$ cat config.mk
export PLATFORM = sky130hd
export DESIGN_NAME = sensorless_six_step_commutator
export DESIGN_NICKNAME = d
export VERILOG_FILES = /design/src/ssc_pkg.sv /design/src/ssc_dly_filt.sv /design/src/ssc_core.sv /design/src/sensorless_six_step_commutator.sv
export SDC_FILE = /design/constraint.sdc
export NUM_CORES = 1
export LEC_CHECK = 0
export BUFFER_PORTS_ARGS = -buffer_cell sky130_fd_sc_hd__buf_2
export CAP_MARGIN = 0
export CORE_AREA = 2 2 140 142
export DETAILED_ROUTE_END_ITERATION = 12
export DIE_AREA = 0 0 142 144
export GPL_TIMING_DRIVEN = 1
export PLACE_DENSITY = 0.77
export SYNTH_ARGS = -nofsm -noshare
export SYNTH_HDL_FRONTEND = slang
export SYNTH_SLANG_ARGS = --single-unit
$ cat constraint.sdc
create_clock -name i_clk -period 14.9 [get_ports i_clk]
set_clock_uncertainty 0.2 [all_clocks]
set_input_delay 2.235 -clock i_clk [delete_from_list [all_inputs] [get_ports i_clk]]
set_output_delay 2.235 -clock i_clk [all_outputs]
set_load 0.005 [all_outputs]
$ cat src/ssc_pkg.sv
// Package for the sensorless six-step commutator: item types, codes and
// constant tables shared by the core and the top level. No dependencies.
package ssc_pkg;

    // Input item kinds
    localparam logic [1:0] KIND_TICK  = 2'd0;
    localparam logic [1:0] KIND_START = 2'd1;
    localparam logic [1:0] KIND_STOP  = 2'd2;

    // Commutation causes
    localparam logic [1:0] CAUSE_NONE    = 2'd0;
    localparam logic [1:0] CAUSE_ZC      = 2'd1;
    localparam logic [1:0] CAUSE_TIMEOUT = 2'd2;
    localparam logic [1:0] CAUSE_START   = 2'd3;

    // Configuration register indexes
    localparam int unsigned CFG_IDX_W = 2;
    localparam logic [CFG_IDX_W-1:0] CFG_MAX_TICKS = 2'd0;
    localparam logic [CFG_IDX_W-1:0] CFG_DLY_SHIFT = 2'd1;
    localparam int unsigned CFG_DATA_W = 16;

    localparam logic [15:0] MAX_TICKS_RST = 16'd4000;
    localparam logic [3:0]  DLY_SHIFT_RST = 4'd4;

    // Steps
    localparam logic [2:0] STEP_OFF   = 3'd0;
    localparam logic [2:0] STEP_FIRST = 3'd1;
    localparam logic [2:0] STEP_LAST  = 3'd6;

    // Countdown takes the filtered delay divided by eight
    localparam int unsigned DLY_POST_SHIFT = 3;

    typedef struct packed {
        logic [1:0] kind;
        logic       comparator_out;
    } t_in_item;

    typedef struct packed {
        logic [2:0] step;
        logic [5:0] gate_pattern;
        logic       compare_polarity;
        logic [1:0] compare_channel;
        logic [1:0] commutation_cause;
    } t_out_item;

    typedef struct packed {
        logic [15:0] max_ticks;
        logic [3:0]  dly_shift;
    } t_cfg;

    // Back-EMF window filter
    localparam logic [5:0] WINDOW_TABLE [64] = '{
        6'h00, 6'h02, 6'h04, 6'h06, 6'h08, 6'h0A, 6'h0C, 6'h0E,
        6'h10, 6'h12, 6'h14, 6'h16, 6'h18, 6'h1A, 6'h1C, 6'h1E,
        6'h20, 6'h22, 6'h24, 6'h26, 6'h28, 6'h2A, 6'h2C, 6'h2E,
        6'h01, 6'h01, 6'h01, 6'h36, 6'h01, 6'h3A, 6'h3C, 6'h3E,
        6'h00, 6'h02, 6'h04, 6'h06, 6'h08, 6'h0A, 6'h0C, 6'h0E,
        6'h01, 6'h01, 6'h01, 6'h16, 6'h01, 6'h1A, 6'h1C, 6'h1E,
        6'h01, 6'h01, 6'h01, 6'h26, 6'h01, 6'h2A, 6'h2C, 6'h2E,
        6'h01, 6'h01, 6'h01, 6'h36, 6'h01, 6'h3A, 6'h3C, 6'h01
    };

    // Gate enables UH,UL,VH,VL,WH,WL from bit 5 down
    localparam logic [5:0] GATE_TABLE [8] = '{
        6'h00, 6'h24, 6'h21, 6'h09, 6'h18, 6'h12, 6'h06, 6'h00
    };

    // Polarity in bit 2, channel in bits 1..0
    localparam logic [2:0] SELECT_TABLE [8] = '{
        3'h0, 3'h2, 3'h5, 3'h0, 3'h6, 3'h1, 3'h4, 3'h0
    };

endpackage

$ cat src/ssc_dly_filt.sv
// Running-average phase delay filter for the commutator.
// Depends on ssc_pkg for the post-shift constant.
module ssc_dly_filt (
    input  logic [31:0] i_acc,
    input  logic [15:0] i_ticks,
    input  logic [3:0]  i_shift,
    output logic [31:0] o_acc,
    output logic [15:0] o_countdown
);
    import ssc_pkg::*;

    logic [31:0] sum;
    logic [31:0] avg;

    // Add the period, take the average out, keep the remainder
    always_comb begin
        sum         = i_acc + {16'd0, i_ticks};
        avg         = sum >> i_shift;
        o_acc       = sum - avg;
        o_countdown = avg[DLY_POST_SHIFT +: 16];
    end

endmodule

$ cat src/ssc_core.sv
// Commutation state and step logic: one item processed per enable.
// Depends on ssc_pkg and ssc_dly_filt.
module ssc_core (
    input  logic               i_clk,
    input  logic               i_rst_n,
    input  logic               i_en,
    input  ssc_pkg::t_in_item  i_item,
    input  ssc_pkg::t_cfg      i_cfg,
    output ssc_pkg::t_out_item o_result
);
    import ssc_pkg::*;

    logic [2:0]  r_step,     n_step;
    logic        r_run,      n_run;
    logic [15:0] r_ticks,    n_ticks;
    logic [5:0]  r_window,   n_window;
    logic        r_zc_seen,  n_zc_seen;
    logic [31:0] r_acc,      n_acc;
    logic [15:0] r_cdown,    n_cdown;
    logic [2:0]  r_sel,      n_sel;

    logic [1:0]  cause;
    logic        commutate;
    logic [15:0] ticks_inc;
    logic [5:0]  window_inc;
    logic        zc_now;
    logic [31:0] filt_acc;
    logic [15:0] filt_cdown;

    ssc_dly_filt u_dly_filt (
        .i_acc       (r_acc),
        .i_ticks     (ticks_inc),
        .i_shift     (i_cfg.dly_shift),
        .o_acc       (filt_acc),
        .o_countdown (filt_cdown)
    );

    always_comb begin
        n_step    = r_step;
        n_run     = r_run;
        n_ticks   = r_ticks;
        n_window  = r_window;
        n_zc_seen = r_zc_seen;
        n_acc     = r_acc;
        n_cdown   = r_cdown;
        n_sel     = r_sel;
        cause     = CAUSE_NONE;
        commutate = 1'b0;

        ticks_inc  = r_ticks + 16'd1;
        window_inc = WINDOW_TABLE[r_window | {5'd0, i_item.comparator_out}];
        zc_now     = r_zc_seen | window_inc[0];

        unique case (i_item.kind)
            KIND_START: begin
                n_run = 1'b1;
            end
            KIND_STOP: begin
                n_run  = 1'b0;
                n_step = STEP_OFF;
            end
            KIND_TICK: begin
                if (r_step == STEP_OFF) begin
                    if (r_run) begin
                        n_step = STEP_FIRST;
                        n_sel  = SELECT_TABLE[STEP_FIRST];
                        cause  = CAUSE_START;
                    end
                end else begin
                    n_ticks   = ticks_inc;
                    n_window  = window_inc;
                    n_zc_seen = zc_now;
                    if (zc_now) begin
                        if (r_cdown == 16'd0) begin
                            commutate = 1'b1;
                            cause     = CAUSE_ZC;
                        end else begin
                            n_cdown = r_cdown - 16'd1;
                        end
                    end
                    if (!commutate && (ticks_inc > i_cfg.max_ticks)) begin
                        commutate = 1'b1;
                        cause     = CAUSE_TIMEOUT;
                    end
                    if (commutate) begin
                        n_acc     = filt_acc;
                        n_cdown   = filt_cdown;
                        n_zc_seen = 1'b0;
                        n_ticks   = 16'd0;
                        n_window  = 6'd0;
                        n_step    = (r_step >= STEP_LAST) ? STEP_FIRST : r_step + 3'd1;
                        n_sel     = SELECT_TABLE[n_step];
                    end
                end
            end
            default: begin
                // reserved kind: no change
            end
        endcase
    end

    always_comb begin
        o_result.step              = n_step;
        o_result.gate_pattern      = GATE_TABLE[n_step];
        o_result.compare_polarity  = n_sel[2];
        o_result.compare_channel   = n_sel[1:0];
        o_result.commutation_cause = cause;
    end

    always_ff @(posedge i_clk) begin
        if (!i_rst_n) begin
            r_step    <= STEP_OFF;
            r_run     <= 1'b0;
            r_ticks   <= 16'd0;
            r_window  <= 6'd0;
            r_zc_seen <= 1'b0;
            r_acc     <= 32'd0;
            r_cdown   <= 16'd0;
            r_sel     <= 3'd0;
        end else if (i_en) begin
            r_step    <= n_step;
            r_run     <= n_run;
            r_ticks   <= n_ticks;
            r_window  <= n_window;
            r_zc_seen <= n_zc_seen;
            r_acc     <= n_acc;
            r_cdown   <= n_cdown;
            r_sel     <= n_sel;
        end
    end

endmodule

$ cat src/sensorless_six_step_commutator.sv
// Top level of the sensorless six-step commutator: handshake, input and
// result registers, configuration registers. Depends on ssc_pkg, ssc_core.
//
// Usage:
//   Input channel (i_in_valid / o_in_stall / i_in_item) carries one item per
//   control event: a tick with a back-EMF comparator sample, a start request
//   or a stop. Every item gives exactly one result item on the output channel
//   (o_out_valid / i_out_stall / o_out_item): step, gate enables, comparator
//   channel and polarity, and the cause of any commutation.
//   From acceptance to o_out_valid the item waits in an input register, the
//   commutation logic works on it and the result register captures it.
//   Throughput is one item per cycle while the receiver does not stall; the
//   core's state update (delay filter add, shift, subtract) is combinational.
//   When the receiver stalls, the result register holds its item and the
//   input register holds the next one; o_in_stall rises only when both are
//   full and the result cannot move.
//   Configuration writes (o_cfg_ready is always high) set the timeout and
//   the delay filter shift; write them only while no items are in flight.
//   Reset clears all state but the item registers: motor off at step 0, no run
//   request, counters and filter zero, timeout 4000 and filter shift 4.
module sensorless_six_step_commutator (
    input  logic                               i_clk,
    input  logic                               i_rst_n,
    input  logic                               i_in_valid,
    output logic                               o_in_stall,
    input  ssc_pkg::t_in_item                  i_in_item,
    output logic                               o_out_valid,
    input  logic                               i_out_stall,
    output ssc_pkg::t_out_item                 o_out_item,
    input  logic                               i_cfg_valid,
    output logic                               o_cfg_ready,
    input  logic [ssc_pkg::CFG_IDX_W-1:0]      i_cfg_index,
    input  logic [ssc_pkg::CFG_DATA_W-1:0]     i_cfg_data
);
    import ssc_pkg::*;

    logic      r_in_valid;
    t_in_item  r_in_item;
    logic      r_out_valid;
    t_out_item r_out_item;
    t_cfg      r_cfg;

    logic      process;
    logic      in_accept;
    t_out_item result;

    // Process the held item whenever the result register is free or draining
    assign process    = r_in_valid && (!r_out_valid || !i_out_stall);
    assign o_in_stall = r_in_valid && !process;
    assign in_accept  = i_in_valid && !o_in_stall;

    assign o_cfg_ready = 1'b1;
    assign o_out_valid = r_out_valid;
    assign o_out_item  = r_out_item;

    ssc_core u_core (
        .i_clk    (i_clk),
        .i_rst_n  (i_rst_n),
        .i_en     (process),
        .i_item   (r_in_item),
        .i_cfg    (r_cfg),
        .o_result (result)
    );

    // Input register: load on accept, drop once processed
    always_ff @(posedge i_clk) begin
        if (!i_rst_n) begin
            r_in_valid <= 1'b0;
        end else if (in_accept) begin
            r_in_valid <= 1'b1;
        end else if (process) begin
            r_in_valid <= 1'b0;
        end
    end

    always_ff @(posedge i_clk) begin
        if (in_accept) begin
            r_in_item <= i_in_item;
        end
    end

    // Result register: load on process, drop once taken
    always_ff @(posedge i_clk) begin
        if (!i_rst_n) begin
            r_out_valid <= 1'b0;
        end else if (process) begin
            r_out_valid <= 1'b1;
        end else if (!i_out_stall) begin
            r_out_valid <= 1'b0;
        end
    end

    always_ff @(posedge i_clk) begin
        if (process) begin
            r_out_item <= result;
        end
    end

    // Configuration registers
    always_ff @(posedge i_clk) begin
        if (!i_rst_n) begin
            r_cfg.max_ticks <= MAX_TICKS_RST;
            r_cfg.dly_shift <= DLY_SHIFT_RST;
        end else if (i_cfg_valid && o_cfg_ready) begin
            if (i_cfg_index == CFG_MAX_TICKS) begin
                r_cfg.max_ticks <= i_cfg_data;
            end else if (i_cfg_index == CFG_DLY_SHIFT) begin
                r_cfg.dly_shift <= i_cfg_data[3:0];
            end
        end
    end

endmodule

==> metrics <==
Layout fillers=1601; WP data arrival=9.30 ns; RSZ-0062 raised after global routing=false; most frequent cell on the critical path=and3_1; Yosys Warn Count=0; antenna fix cells=0; WL/cell=18.9 um; share of layout cells above drive strength 1=13.6%; total track usage=31.5%; Final #Nets=1523; worst hold path type=flip-flop to flip-flop; H-tree levels=4; post-DP HPWL=23.2 mm; CTS tree=yes; crit path time final=9.15 ns; startpoint types=flip-flop; DRC viols=0; CP Class=flip-flop to flip-flop; Critical-path top delay cell=mux4_2; Hold Buf Count CTS=0; Vias/cell=6.46; Clock Pin Slew Worst Setup and Hold Paths=0.07 ns; CP max FO=11; Gate Count Post-Synth=1444; global-route wire length before repair=51.6 mm; die area=20400 um2; Syn Nets=1536; Max clock buf depth=2; area grow syn2layout=7.54%; Mean Syn Cell Area=7.74 um2; max cap viols=1; largest net degree at the start of global routing=70; Crit path required time=15.05 ns; Leakage Power=4.89 nW; clock sink total=117; final hold viol count=0; die width=142 um; vias in the first global route=10100; Post-synth EDFFs=17; Final setup viols=0; Initial DRT Pass Iterations=5; relative slew slack=0.677%; violated checks=capacitance limit; IO Pins=43; CTS buffer count=17; DP Worst Slack=5.92 ns; VDD IR max=78.0 uV; WL final=31.8 mm; PortBufs=41; Core Box Area=19100 um2; post-cts repair resize count=0; Mapped Area=11200 um2; final max-slew violation count=0; post-route ant nets=0; antenna violations before repair=0; grt ovf=0; total number of vias=10900; worst setup margin=5.75 ns; register area share after synthesis=22.5%; Post-CTS Repair Setup Buffers=0; Initial DRC Count=919; Post-synth ARST share=0%; Worst Setup End Kind=flip-flop; Initial Util=58.6%; Yosys reg bits=117; Post-synth top flop=dfxtp_1; Worst Tran Pin Value=1.45 ns; run status=finished, violations left; final period utilization=61.4%; Die H=144 um; setup TNS=0 ns; clk_lat worst skew=0.43 ns; highest clock rate=109 MHz; Placer Congestion=0.983; clk root buf=clkbuf_16; P per Cell Area=71.9 nW/um2; num rows=51; Largest stage delay, worst path=0.53 ns; unique cell type count in the Yosys netlist=100
[placed cells by master, fill, tap and decap left out, types with 21 or more instances in the layout]
cell type | Yosys | layout
xor2_1 | 36 | 36
inv_1 | 60 | 59
a21oi_1 | 123 | 122
nand3_1 | 46 | 46
o21ai_0 | 86 | 86
xnor2_1 | 38 | 38
ha_1 | 64 | 64
a21o_1 | 21 | 21
mux2i_1 | 39 | 39
and3_1 | 23 | 23
buf_2 | 7 | 41
dfxtp_1 | 100 | 98
mux2_2 | 27 | 27
a211oi_1 | 31 | 31
nor2_1 | 126 | 125
nor3_1 | 25 | 25
nand2_1 | 179 | 179
[synthesized netlist by cell type, types with 19 or more instances]
| cell type | number | area share, % |
|---|---|---|
| nand2_1 | 179 | 6.0 |
| clkbuf_1 | 63 | 2.1 |
| mux2i_1 | 39 | 3.5 |
| dfxtp_1 | 100 | 18 |
| nand3b_1 | 19 | 1.3 |
| xnor2_1 | 38 | 3.0 |
| ha_1 | 64 | 7.2 |
| xor2_1 | 36 | 2.8 |
| inv_1 | 60 | 2.0 |
| nand3_1 | 46 | 2.1 |
| and3_1 | 23 | 1.3 |
| nor3_1 | 25 | 1.1 |
| nor2_1 | 126 | 4.2 |
| a21oi_1 | 123 | 5.5 |
| a211oi_1 | 31 | 2.1 |
| o21ai_0 | 86 | 3.9 |
| a21o_1 | 21 | 1.4 |
| mux2_2 | 27 | 2.7 |
[state kept, by name (all words and copies together) (netlist names)]
signal,count
u_core.r_acc,32
r_cfg,20
u_core.r_cdown,16
u_core.r_ticks,16
o_out_item,14
u_core.r_window,6
r_in_item,3
u_core.r_sel,3
u_core.r_step,3
o_out_valid,1
r_in_valid,1
u_core.r_run,1
u_core.r_zc_seen,1
[per-stage QoR]
stage / util [%] / hold WS, ns / cells / instance area (um2) / power [W]
CTS: 63.0 / 0.255 / 1682 / 12000 / 0.000865
global placement: 59.9 / 0.244 / 1650 / 11400 / 0.000437
global route: 63.0 / 0.281 / 1682 / 12000 / 0.000892
finish: 63.0 / 0.255 / 1682 / 12000 / 0.000865
detailed placement: 59.9 / 0.247 / 1650 / 11400 / 0.000439
floorplan: - / 0.236 / 1444 / 11200 / 0.000413
[layout make-up]
type	instances	area, um2	area share [%]
clock buffer	17	425	3.54
inverter	62	233	1.94
tap	238	298	2.48
multi-input combinational	1178	8070	67.2
sequential	117	2510	20.9
timing repair buffer	55	310	2.58
clock inverter	15	168	1.39
[report_power, final]
part           total [W]  switching [W]  internal (W)
clock           0.000430       0.000180      0.000250
sequential      0.000331     0.00000419      0.000326
combinational   0.000104      0.0000621     0.0000416
total           0.000865       0.000246      0.000618
[worst paths after layout]
check	start	slack, ns	cells after the start	to
worst max-delay path	u_core.r_ticks[0]	5.75	37	u_core.r_acc[31]
worst min-delay path	r_cfg[17]	0.26	2	r_cfg[17]
worst max register to register	u_core.r_ticks[0]	5.75	37	u_core.r_acc[31]
worst min register to register	r_cfg[17]	0.26	2	r_cfg[17]
[logic make-up after synthesis]
kind of cell,share of synthesized area [%]
and+or+nand+nor,23.3
AOI/OAI and AO/OA,24.9
buffers and inverters,5.48
DFF,22.5
muxes,9.17
xor gates and xnor gates,6.67
adders and majority gates,7.98
other,0.0335
[per-layer routing]
metal | track usage, % | part of all wire (%) | vias to the layer above
met2 | 52.2 | 46 | 447
met3 | 5.63 | 6.6 | 95
met4 | 14.6 | 4.4 | 0
li1 | - | - | 5228
met1 | 39.9 | 43 | 5102
met5 | 0 | 0 | -
[worst max-delay path: cells and delay by family (launching register included)]
family	cells	cell delay (ns)
DFF	1	0.43
and+or+nand+nor	14	3.01
muxes	1	0.53
buffers and inverters	1	0.16
xor gates and xnor gates	2	0.57
AOI/OAI and AO/OA	16	3.06
adders and majority gates	3	1.12
Note: power is estimated with default switching activity, not from simulation.
